$ cat src/rtl/core/ffe_pkg.sv
// Shared types and constants for the field formula evaluator.
// Used by ffe_fpu, field_formula_evaluator, ffe_checker and testbench; depends on nothing else.
package ffe_pkg;

	localparam int DBL_W      = 64;
	localparam int MAX_TERMS  = 8;
	localparam int NUM_FIELDS = 10;
	localparam int IN_COUNT   = 10;
	localparam int PROG_W     = 46;
	localparam int TERMS_W    = 4;
	localparam int IDX_W      = 4;
	localparam int OP_W       = 2;
	localparam int PAIR_W     = OP_W + IDX_W;
	localparam int PROG_EXT_W = (IDX_W + PAIR_W * (MAX_TERMS - 1) > PROG_W) ?
		IDX_W + PAIR_W * (MAX_TERMS - 1) : PROG_W;
	localparam int EXP_W      = 14;
	localparam int RW         = 110;
	localparam int CFG_IDX_W  = 2;

	localparam logic [DBL_W-1:0] EPS_BITS  = 64'h3CD2_03AF_9EE7_5616;
	localparam logic [DBL_W-1:0] ONE_BITS  = 64'h3FF0_0000_0000_0000;
	localparam logic [DBL_W-1:0] QNAN_BITS = 64'h7FF8_0000_0000_0000;

	localparam logic [CFG_IDX_W-1:0] REG_NUM_PROG  = 2'd0;
	localparam logic [CFG_IDX_W-1:0] REG_NUM_TERMS = 2'd1;
	localparam logic [CFG_IDX_W-1:0] REG_DEN_PROG  = 2'd2;
	localparam logic [CFG_IDX_W-1:0] REG_DEN_TERMS = 2'd3;

	typedef enum logic [OP_W-1:0] {
		FOP_ADD = 2'd0,
		FOP_SUB = 2'd1,
		FOP_MUL = 2'd2,
		FOP_DIV = 2'd3
	} fop_t;

	typedef struct packed {
		logic             start;
		fop_t             op;
		logic [DBL_W-1:0] a;
		logic [DBL_W-1:0] b;
	} fpu_req_t;

	typedef struct packed {
		logic             done;
		logic [DBL_W-1:0] result;
	} fpu_rsp_t;

endpackage

$ cat src/rtl/core/ffe_fpu.sv
// Shared double-precision unit: add, subtract, multiply (shift-add) and
// divide (restoring), with one normalize/round sequencer. Uses ffe_pkg.
module ffe_fpu (
	input  logic                clk,
	input  logic                arst_n,
	input  ffe_pkg::fpu_req_t   req,
	output ffe_pkg::fpu_rsp_t   rsp
);

	typedef enum logic [4:0] {
		F_IDLE  = 5'b00001,
		F_DNORM = 5'b00010,
		F_MUL   = 5'b00100,
		F_DIV   = 5'b01000,
		F_NORM  = 5'b10000
	} fstate_t;

	localparam int RW = ffe_pkg::RW;
	localparam int EW = ffe_pkg::EXP_W;

	fstate_t                   state_q;
	logic                      sgn_q;
	logic signed [EW-1:0]      er_q;
	logic signed [EW-1:0]      eb_q;
	logic [RW-1:0]             r_q;
	logic [52:0]               ma_q;
	logic [52:0]               mb_q;
	logic [54:0]               rem_q;
	logic [5:0]                cnt_q;
	logic [63:0]               res_q;
	logic                      done_q;

	// operand unpack
	logic        sa, sb, sbr;
	logic [10:0] xa, xb, xa_u, xb_u;
	logic [51:0] fa, fb;
	logic [52:0] ma, mb;
	logic signed [EW-1:0] ea, eb;
	logic nan_a, nan_b, inf_a, inf_b, zero_a, zero_b, sx;

	assign {sa, xa, fa} = req.a;
	assign {sbr, xb, fb} = req.b;
	assign sb = sbr ^ (req.op == ffe_pkg::FOP_SUB);
	assign sx = sa ^ sbr;
	assign xa_u = (xa == 11'd0) ? 11'd1 : xa;
	assign xb_u = (xb == 11'd0) ? 11'd1 : xb;
	assign ea = $signed({3'b000, xa_u});
	assign eb = $signed({3'b000, xb_u});
	assign ma = {xa != 11'd0, fa};
	assign mb = {xb != 11'd0, fb};
	assign nan_a  = (xa == 11'h7FF) && (fa != 52'd0);
	assign nan_b  = (xb == 11'h7FF) && (fb != 52'd0);
	assign inf_a  = (xa == 11'h7FF) && (fa == 52'd0);
	assign inf_b  = (xb == 11'h7FF) && (fb == 52'd0);
	assign zero_a = (xa == 11'd0) && (fa == 52'd0);
	assign zero_b = (xb == 11'd0) && (fb == 52'd0);

	// add path: align smaller magnitude with sticky, then add or subtract
	logic          a_ge, s_l, s_s;
	logic [10:0]   e_l, e_s, dsh;
	logic [52:0]   m_l, m_s;
	logic [RW-1:0] big_m, small_m, b_al, sum;
	logic          b_st, add_sgn;

	always_comb begin
		a_ge    = {xa, fa} >= {xb, fb};
		e_l     = a_ge ? xa_u : xb_u;
		e_s     = a_ge ? xb_u : xa_u;
		m_l     = a_ge ? ma : mb;
		m_s     = a_ge ? mb : ma;
		s_l     = a_ge ? sa : sb;
		s_s     = a_ge ? sb : sa;
		dsh     = e_l - e_s;
		big_m   = {1'b0, m_l, 56'd0};
		small_m = {1'b0, m_s, 56'd0};
		if (dsh >= 11'd110) begin
			b_al = '0;
			b_st = |m_s;
		end else begin
			b_al = small_m >> dsh;
			b_st = |(small_m & ~({RW{1'b1}} << dsh));
		end
		b_al = b_al | {{(RW-1){1'b0}}, b_st};
		sum  = (s_l == s_s) ? big_m + b_al : big_m - b_al;
		add_sgn = (sum == '0) ? (s_l & s_s) : s_l;
	end

	// multiply step
	logic [53:0]  mhi;
	logic [105:0] p_next;
	assign mhi    = {1'b0, r_q[105:53]} + (mb_q[0] ? {1'b0, ma_q} : 54'd0);
	assign p_next = {mhi, r_q[52:1]};

	// divide step
	logic        q_bit;
	logic [54:0] rem_sub;
	logic [56:0] q_fin;
	assign q_bit   = rem_q >= {2'b00, mb_q};
	assign rem_sub = q_bit ? rem_q - {2'b00, mb_q} : rem_q;
	assign q_fin   = {r_q[55:0], q_bit};

	// round to nearest even
	logic [52:0]          keep, mant;
	logic                 g_bit, st_bit, inc;
	logic [53:0]          m_rnd;
	logic signed [EW-1:0] er_r;
	logic [10:0]          e_fld;

	always_comb begin
		keep   = r_q[108:56];
		g_bit  = r_q[55];
		st_bit = |r_q[54:0];
		inc    = g_bit & (st_bit | keep[0]);
		m_rnd  = {1'b0, keep} + {53'd0, inc};
		mant   = m_rnd[53] ? m_rnd[53:1] : m_rnd[52:0];
		er_r   = er_q + $signed({{(EW-1){1'b0}}, m_rnd[53]});
		e_fld  = mant[52] ? er_r[10:0] : 11'd0;
	end

	always_ff @(posedge clk or negedge arst_n) begin
		if (!arst_n) begin
			state_q <= F_IDLE;
			done_q  <= 1'b0;
		end else begin
			done_q <= 1'b0;
			unique case (state_q)
				F_IDLE: begin
					if (req.start) begin
						unique case (req.op)
							ffe_pkg::FOP_ADD, ffe_pkg::FOP_SUB: begin
								if (nan_a || nan_b || (inf_a && inf_b && (sa != sb))) begin
									res_q <= ffe_pkg::QNAN_BITS;
									done_q <= 1'b1;
								end else if (inf_a) begin
									res_q <= {sa, 11'h7FF, 52'd0};
									done_q <= 1'b1;
								end else if (inf_b) begin
									res_q <= {sb, 11'h7FF, 52'd0};
									done_q <= 1'b1;
								end else begin
									r_q     <= sum;
									er_q    <= $signed({3'b000, e_l});
									sgn_q   <= add_sgn;
									state_q <= F_NORM;
								end
							end
							ffe_pkg::FOP_MUL: begin
								if (nan_a || nan_b || (inf_a && zero_b) || (zero_a && inf_b)) begin
									res_q <= ffe_pkg::QNAN_BITS;
									done_q <= 1'b1;
								end else if (inf_a || inf_b) begin
									res_q <= {sx, 11'h7FF, 52'd0};
									done_q <= 1'b1;
								end else if (zero_a || zero_b) begin
									res_q <= {sx, 63'd0};
									done_q <= 1'b1;
								end else begin
									r_q     <= '0;
									ma_q    <= ma;
									mb_q    <= mb;
									cnt_q   <= 6'd53;
									er_q    <= ea + eb - 14'sd1022;
									sgn_q   <= sx;
									state_q <= F_MUL;
								end
							end
							ffe_pkg::FOP_DIV: begin
								if (zero_b) begin
									res_q <= (nan_a || zero_a) ? ffe_pkg::QNAN_BITS :
										{sx, 11'h7FF, 52'd0};
									done_q <= 1'b1;
								end else if (nan_a || nan_b || (inf_a && inf_b)) begin
									res_q <= ffe_pkg::QNAN_BITS;
									done_q <= 1'b1;
								end else if (inf_a) begin
									res_q <= {sx, 11'h7FF, 52'd0};
									done_q <= 1'b1;
								end else if (inf_b || zero_a) begin
									res_q <= {sx, 63'd0};
									done_q <= 1'b1;
								end else begin
									ma_q    <= ma;
									mb_q    <= mb;
									er_q    <= ea;
									eb_q    <= eb;
									sgn_q   <= sx;
									state_q <= F_DNORM;
								end
							end
						endcase
					end
				end
				F_DNORM: begin
					// bring subnormal operands to a leading one
					if (ma_q[52] && mb_q[52]) begin
						er_q    <= er_q - eb_q + 14'sd1023;
						rem_q   <= {2'b00, ma_q};
						r_q     <= '0;
						cnt_q   <= 6'd57;
						state_q <= F_DIV;
					end else begin
						if (!ma_q[52]) begin
							ma_q <= {ma_q[51:0], 1'b0};
							er_q <= er_q - 14'sd1;
						end
						if (!mb_q[52]) begin
							mb_q <= {mb_q[51:0], 1'b0};
							eb_q <= eb_q - 14'sd1;
						end
					end
				end
				F_MUL: begin
					mb_q  <= {1'b0, mb_q[52:1]};
					cnt_q <= cnt_q - 6'd1;
					if (cnt_q == 6'd1) begin
						r_q     <= {1'b0, p_next, 3'b000};
						state_q <= F_NORM;
					end else begin
						r_q <= {4'd0, p_next};
					end
				end
				F_DIV: begin
					rem_q <= {rem_sub[53:0], 1'b0};
					cnt_q <= cnt_q - 6'd1;
					if (cnt_q == 6'd1) begin
						r_q     <= {1'b0, q_fin, rem_sub != 55'd0, 51'd0};
						state_q <= F_NORM;
					end else begin
						r_q <= {r_q[RW-2:0], q_bit};
					end
				end
				F_NORM: begin
					priority if (r_q == '0) begin
						res_q   <= {sgn_q, 63'd0};
						done_q  <= 1'b1;
						state_q <= F_IDLE;
					end else if (r_q[RW-1]) begin
						r_q  <= {1'b0, r_q[RW-1:2], r_q[1] | r_q[0]};
						er_q <= er_q + 14'sd1;
					end else if (er_q < -14'sd128) begin
						// far below the subnormal range: only a sticky bit is left
						r_q  <= {{(RW-1){1'b0}}, 1'b1};
						er_q <= 14'sd1;
					end else if (er_q < 14'sd1) begin
						r_q  <= {1'b0, r_q[RW-1:2], r_q[1] | r_q[0]};
						er_q <= er_q + 14'sd1;
					end else if (!r_q[108] && (er_q > 14'sd1)) begin
						r_q  <= {r_q[RW-2:0], 1'b0};
						er_q <= er_q - 14'sd1;
					end else begin
						if (er_r >= 14'sd2047)
							res_q <= {sgn_q, 11'h7FF, 52'd0};
						else
							res_q <= {sgn_q, e_fld, mant[51:0]};
						done_q  <= 1'b1;
						state_q <= F_IDLE;
					end
				end
			endcase
		end
	end

	assign rsp.done   = done_q;
	assign rsp.result = res_q;

endmodule

$ cat src/rtl/core/field_formula_evaluator.sv
// Field formula evaluator top level: config registers, term sequencer
// and output register around the shared unit ffe_fpu. Uses ffe_pkg.
//
// One point is taken at a time: in_stall is high from acceptance until the
// quotient has moved to the output register, which can still be waiting
// while the next point is taken. All work runs on the one shared double
// unit, so an item's time is the sum of its operations: an add or subtract
// also normalizes by left shifts after cancellation, a multiply works by
// shift and add before it is normalized, a divide first brings subnormal
// operands to a leading one; a divide term also runs the divisor bias add.
// The term sequencer adds its own states for each term and each item.
module field_formula_evaluator (
	input  logic                                 clk,
	input  logic                                 arst_n,
	input  logic                                 cfg_write,
	input  logic [ffe_pkg::CFG_IDX_W-1:0]        cfg_index,
	input  logic [ffe_pkg::PROG_W-1:0]           cfg_data,
	input  logic                                 in_valid,
	output logic                                 in_stall,
	input  logic [63:0]                          field_0,
	input  logic [63:0]                          field_1,
	input  logic [63:0]                          field_2,
	input  logic [63:0]                          field_3,
	input  logic [63:0]                          field_4,
	input  logic [63:0]                          field_5,
	input  logic [63:0]                          field_6,
	input  logic [63:0]                          field_7,
	input  logic [63:0]                          field_8,
	input  logic [63:0]                          field_9,
	output logic                                 out_valid,
	input  logic                                 out_stall,
	output logic [63:0]                          quotient
);

	localparam int TW = ffe_pkg::TERMS_W;
	localparam int NIN = ffe_pkg::IN_COUNT;

	typedef enum logic [7:0] {
		S_IDLE  = 8'b0000_0001,
		S_LOAD  = 8'b0000_0010,
		S_TERM  = 8'b0000_0100,
		S_EPS   = 8'b0000_1000,
		S_WAIT  = 8'b0001_0000,
		S_FINAL = 8'b0010_0000,
		S_FWAIT = 8'b0100_0000,
		S_OUT   = 8'b1000_0000
	} state_t;

	state_t                          state_q;
	logic [ffe_pkg::PROG_W-1:0]      num_prog_q, den_prog_q;
	logic [TW-1:0]                   num_terms_q, den_terms_q;
	logic [63:0]                     fld_q [NIN];
	logic [63:0]                     fin [NIN];
	logic                            phase_q;
	logic [TW-1:0]                   k_q, nt_q;
	logic [63:0]                     acc_q, num_q, den_q, quot_q;
	logic                            out_valid_q;

	ffe_pkg::fpu_req_t req;
	ffe_pkg::fpu_rsp_t rsp;

	assign fin[0] = field_0;
	assign fin[1] = field_1;
	assign fin[2] = field_2;
	assign fin[3] = field_3;
	assign fin[4] = field_4;
	assign fin[5] = field_5;
	assign fin[6] = field_6;
	assign fin[7] = field_7;
	assign fin[8] = field_8;
	assign fin[9] = field_9;

	// program decode for the current term
	logic [ffe_pkg::PROG_W-1:0]     prog;
	logic [ffe_pkg::PROG_EXT_W-1:0] prog_ext;
	logic [ffe_pkg::PAIR_W-1:0]     pair;
	ffe_pkg::fop_t                  op_sel;
	logic [ffe_pkg::IDX_W-1:0]      rd_idx;
	logic [63:0]                    rd_data;
	logic [TW-1:0]                  raw_terms, nt;

	always_comb begin
		prog     = phase_q ? den_prog_q : num_prog_q;
		prog_ext = ffe_pkg::PROG_EXT_W'(prog);
		pair     = prog_ext[ffe_pkg::IDX_W + ffe_pkg::PAIR_W * (int'(k_q) - 1) +: ffe_pkg::PAIR_W];
		op_sel   = ffe_pkg::fop_t'(pair[ffe_pkg::OP_W-1:0]);
		rd_idx   = (state_q == S_LOAD) ? prog[ffe_pkg::IDX_W-1:0] :
			pair[ffe_pkg::PAIR_W-1:ffe_pkg::OP_W];
		if ((int'(rd_idx) < ffe_pkg::NUM_FIELDS) && (int'(rd_idx) < NIN))
			rd_data = fld_q[rd_idx];
		else
			rd_data = '0;
		raw_terms = phase_q ? den_terms_q : num_terms_q;
		if (raw_terms > TW'(ffe_pkg::MAX_TERMS))
			nt = TW'(ffe_pkg::MAX_TERMS);
		else if (!phase_q && (raw_terms == '0))
			nt = TW'(1);
		else
			nt = raw_terms;
	end

	// requests to the shared unit
	always_comb begin
		req = '0;
		unique case (state_q)
			S_TERM: begin
				if (k_q < nt_q) begin
					req.start = 1'b1;
					if (op_sel == ffe_pkg::FOP_DIV) begin
						// bias the divisor first
						req.op = ffe_pkg::FOP_ADD;
						req.a  = rd_data;
						req.b  = ffe_pkg::EPS_BITS;
					end else begin
						req.op = op_sel;
						req.a  = acc_q;
						req.b  = rd_data;
					end
				end
			end
			S_EPS: begin
				req.start = rsp.done;
				req.op    = ffe_pkg::FOP_DIV;
				req.a     = acc_q;
				req.b     = rsp.result;
			end
			S_FINAL: begin
				req.start = 1'b1;
				req.op    = ffe_pkg::FOP_DIV;
				req.a     = num_q;
				req.b     = den_q;
			end
			default: begin
				req = '0;
			end
		endcase
	end

	ffe_fpu u_fpu (
		.clk    (clk),
		.arst_n (arst_n),
		.req    (req),
		.rsp    (rsp)
	);

	always_ff @(posedge clk or negedge arst_n) begin
		if (!arst_n) begin
			num_prog_q  <= '0;
			num_terms_q <= TW'(1);
			den_prog_q  <= '0;
			den_terms_q <= '0;
		end else if (cfg_write) begin
			unique case (cfg_index)
				ffe_pkg::REG_NUM_PROG:  num_prog_q  <= cfg_data;
				ffe_pkg::REG_NUM_TERMS: num_terms_q <= cfg_data[TW-1:0];
				ffe_pkg::REG_DEN_PROG:  den_prog_q  <= cfg_data;
				ffe_pkg::REG_DEN_TERMS: den_terms_q <= cfg_data[TW-1:0];
			endcase
		end
	end

	always_ff @(posedge clk) begin
		if ((state_q == S_IDLE) && in_valid) begin
			for (int i = 0; i < NIN; i++)
				fld_q[i] <= fin[i];
		end
	end

	always_ff @(posedge clk or negedge arst_n) begin
		if (!arst_n) begin
			state_q     <= S_IDLE;
			phase_q     <= 1'b0;
			k_q         <= '0;
			nt_q        <= '0;
			out_valid_q <= 1'b0;
		end else begin
			if (out_valid_q && !out_stall)
				out_valid_q <= 1'b0;
			unique case (state_q)
				S_IDLE: begin
					if (in_valid) begin
						phase_q <= 1'b0;
						state_q <= S_LOAD;
					end
				end
				S_LOAD: begin
					acc_q   <= rd_data;
					k_q     <= TW'(1);
					nt_q    <= nt;
					state_q <= S_TERM;
				end
				S_TERM: begin
					if (k_q < nt_q) begin
						state_q <= (op_sel == ffe_pkg::FOP_DIV) ? S_EPS : S_WAIT;
					end else if (!phase_q) begin
						num_q <= acc_q;
						if (den_terms_q != '0) begin
							phase_q <= 1'b1;
							state_q <= S_LOAD;
						end else begin
							den_q   <= ffe_pkg::ONE_BITS;
							state_q <= S_FINAL;
						end
					end else begin
						den_q   <= acc_q;
						state_q <= S_FINAL;
					end
				end
				S_EPS: begin
					if (rsp.done)
						state_q <= S_WAIT;
				end
				S_WAIT: begin
					if (rsp.done) begin
						acc_q   <= rsp.result;
						k_q     <= k_q + TW'(1);
						state_q <= S_TERM;
					end
				end
				S_FINAL: begin
					state_q <= S_FWAIT;
				end
				S_FWAIT: begin
					if (rsp.done) begin
						acc_q   <= rsp.result;
						state_q <= S_OUT;
					end
				end
				S_OUT: begin
					// hold until the output register is free
					if (!out_valid_q) begin
						quot_q      <= acc_q;
						out_valid_q <= 1'b1;
						state_q     <= S_IDLE;
					end
				end
			endcase
		end
	end

	assign in_stall  = (state_q != S_IDLE);
	assign out_valid = out_valid_q;
	assign quotient  = quot_q;

endmodule

$ cat config.mk
export PLATFORM = sky130hd
export DESIGN_NAME = field_formula_evaluator
export DESIGN_NICKNAME = d
export VERILOG_FILES = /design/src/rtl/core/ffe_pkg.sv /design/src/rtl/core/ffe_fpu.sv /design/src/rtl/core/field_formula_evaluator.sv
export SDC_FILE = /design/constraint.sdc
export NUM_CORES = 2
export LEC_CHECK = 0
export BUFFER_PORTS_ARGS = -buffer_cell sky130_fd_sc_hd__buf_2
export CAP_MARGIN = 20
export CELL_PAD_IN_SITES_DETAIL_PLACEMENT = 1
export CELL_PAD_IN_SITES_GLOBAL_PLACEMENT = 2
export CORE_MARGIN = 8
export CORE_UTILIZATION = 44
export CTS_BUF_LIST = sky130_fd_sc_hd__clkbuf_8
export DETAILED_ROUTE_END_ITERATION = 6
export GPL_ROUTABILITY_DRIVEN = 1
export PLACE_DENSITY = 0.88
export SYNTH_ARGS = -nofsm -noshare
export SYNTH_HDL_FRONTEND = slang
export SYNTH_SLANG_ARGS = --single-unit
$ cat constraint.sdc
create_clock -name clk -period 45.6 [get_ports clk]
set_clock_uncertainty 0.15 [all_clocks]
set_input_delay 2.28 -clock clk [delete_from_list [all_inputs] [get_ports clk]]
set_output_delay 2.28 -clock clk [all_outputs]
set_load 0.005 [all_outputs]
==> impl_results.md <==
- Critical path's top delay family: compound AO/OA/AOI/OAI gates
- Area share of the largest cell type after synthesis: between 30% and 40%
- Vias in the first global route: 96970
- Final WS setup: ~19 ns
- CP most frequent cell: a21oi_1
- Dpl ws: 20.62 ns
- Critical path data arrival time: between 20 and 30 ns
- Total global-route track usage: between 40 and 50%
- Clock buffer depth: 4
- Count of pins over their slew limit: 0
- WP depth: a little under 80
- Reg clk slew, reported paths: ~0.060 ns
- Routed vias: around 99000
- Outcome: finished clean
- Unrepaired setup endpoints after global routing: no
- Layout cells sized above 1: 18.06%
- Most frequent cells in the layout: 1266 x edfxtp_1, 1056 x nand2_1, 775 x a21oi_1
- WP buf/inv: 10
- FF-to-FF End: u_fpu.sgn_q
- Worst R2R Start: k_q[0]
- Synth top area cells: edfxtp_1 39%, ha_1 4.3%, nand2_1 4.1%, a21oi_1 4.0%, mux2i_1 3.7%
- Largest net degree at the start of global routing: approximately 190
- Min-delay worst type: reg -> reg
- Final-stage net count: roughly 12000
- Headroom to the max-slew limit: 11.51%
- Fraction of registers with async set/reset: 8.921%
- Worst Setup EP: u_fpu.sgn_q
- Fmax: between 30 and 40 MHz
- Chip height: 485.8 microns
- Least-Margin Pin Slew: 1.313 ns
- CTS resizes: 0
- Final setup fails: 0
- CTS Root Cell: clkbuf_8
- IO Pins: roughly 760
- CP max stage delay: roughly 0.91 ns
- R2R depth: just under 80
- Slowest-stage cell, CP: a2111oi_0
- Commonest non-fill, non-tap cell in the layout: edfxtp_1
- Final Util: between 40% and 50%
- Post-Synthesis Cell Area: about 0.097 sq mm
- Setup Total Neg Slack: 0 ns
- Drt drc: 0
- Fin crit share: between 50 and 60%
- Global-route wire length before repair: 775800 microns
- Port Buffers: around 760
- Startpoint types: flip-flop
- WL/cell: ~41 microns
- Starting Density: 44.25%
- Post-CTS setup buffers: 0
- Total gr overflow: 0
- Setup slack, reg-to-reg: slightly below 20 ns
- FP Rows: 172
- Synth area leader: edfxtp_1
- Critical path startpoint: k_q[0]
- Clock latency on the worst-skew pair: ~1.1 ns
- FF+latch count, synth: approximately 1400
- Worst-path fanout max: 60
- Post-Syn Area per Cell: 9.660 sq um
- EDFF count, synth: roughly 1300
- Hpwl dp: ~440000 microns
- Initial antenna violation count: just under 100
- TritonCTS clock tree: done
- Inserted Clock Buffers: 274
- Worst Path Required: about 46 ns
- Yosys warnings: 0
- Core area: roughly 0.22 sq mm
- Gpl congestion: 1.074
- H-tree depth: 5
- Area growth syn-to-layout: 12.98%
- Die X: slightly below 500 microns
- Netlist cell types: around 140
- Crit path capture type: flip-flop
- Drt initial violations: ~15000
- Min cycle time layout: about 26 ns
- Pre-antenna DRT Iters: 7
- Synth Instances: just over 10000
- Dominant synthesized flop cell: edfxtp_1
- Endpoints failing hold: 0
- Post-Syn Nets: ~11000
- Clk sink count: ~1400
- CP Class: reg -> reg
- Post-Route WL: roughly 570000 microns
- Hold-fix buffers, CTS: 0
- Sequential share of the synthesized area: between 40% and 50%
- Max cap viols: 0
- Post-DRT Antenna Nets: 0
- Via-to-Cell Ratio: 7.126
- Die area: ~0.24 sq mm
-- registers in the layout, summed over array words and instances, names as in the netlist, 4 cells and up --
| name | count |
|---|---|
| u_fpu.res_q | 64 |
| den_prog_q | 46 |
| u_fpu.er_q | 14 |
| u_fpu.rem_q | 55 |
| u_fpu.eb_q | 14 |
| num_terms_q | 4 |
| u_fpu.mb_q | 53 |
| u_fpu.ma_q | 53 |
| den_q | 64 |
| acc_q | 64 |
| num_q | 64 |
| fld_q | 640 |
| k_q | 4 |
| u_fpu.cnt_q | 6 |
| quotient | 64 |
| u_fpu.r_q | 110 |
| den_terms_q | 4 |
| num_prog_q | 46 |
| state_q | 8 |
| u_fpu.state_q | 5 |
| nt_q | 4 |
-- area by class of cell --
cell class,instances,area (sq um)
inverters,342,1285
flip-flops and latches,1390,41130
repair buffers,1097,6427
clock inverters,171,992.2
fillers,24700,109800
clock buffers,287,3950
multi-input cells,7619,52160
well taps,2871,3592
diodes,82,205.2
-- logic make-up (layout without fill, tap and decap cells) --
| logic type | count (synthesis) | in the layout | share of synthesized area [%] |
|---|---|---|---|
| AOI/OAI and AO/OA | 3145 | 3145 | 22.11 |
| adders and majority gates | 344 | 344 | 4.473 |
| and+or+nand+nor | 3186 | 3186 | 15.88 |
| xor gates and xnor gates | 305 | 305 | 2.773 |
| other | 0 | 82 | 0 |
| DFF | 1390 | 1390 | 42.34 |
| buffers and inverters | 1046 | 1897 | 4.618 |
| muxes | 639 | 639 | 7.815 |
-- Yosys cell counts (194+ instances only) --
library cell / count
mux2i_1: 362
edfxtp_1: 1266
ha_1: 336
nand3_1: 270
a21oi_1: 779
o21ai_0: 533
nor2_1: 675
mux2_2: 198
clkbuf_1: 483
a22oi_1: 212
inv_1: 336
nand2_1: 1063
nor3_1: 194
-- per-layer routing --
metal / routed length, microns / global-route usage [%] / vias to the layer above
met5: 338 / 0 / -
met4: 57110 / 36.19 / 50
met3: 64390 / 12.84 / 1911
met2: 247300 / 69.25 / 7427
met1: 204800 / 55.03 / 49490
li1: - / - / 39880
-- through the flow --
step | hold WS, ns | instances | cell area, sq um
floorplan | 0.2866 | 10060 | 97130
global placement | 0.3312 | 13300 | 104400
detailed placement | 0.3469 | 13310 | 104400
CTS | 0.3272 | 13770 | 109400
global route | 0.3686 | 13820 | 109600
finish | 0.3311 | 13860 | 109700
-- worst min path at each step --
stage | start | cells past startpoint | slack [ns] | end
final | u_fpu.res_q[13] | 2 | 0.33 | acc_q[13]
after global routing | u_fpu.res_q[13] | 2 | 0.37 | acc_q[13]
after CTS | u_fpu.res_q[13] | 2 | 0.33 | acc_q[13]
after detailed placement | acc_q[35] | 0 | 0.35 | quotient[35]
after global placement | acc_q[41] | 0 | 0.33 | quotient[41]
after floorplan | nt_q[0] | 2 | 0.29 | nt_q[0]
-- tightest hold or removal path, stage by stage, from the launching register on --
cell and delay, ns:
edfxtp_1 0.34, nand2_1 0.05, o21ai_0 0.07
Power is not shown: default switching activity piles up to over one toggle a cycle in this logic, so the estimate is an artifact.
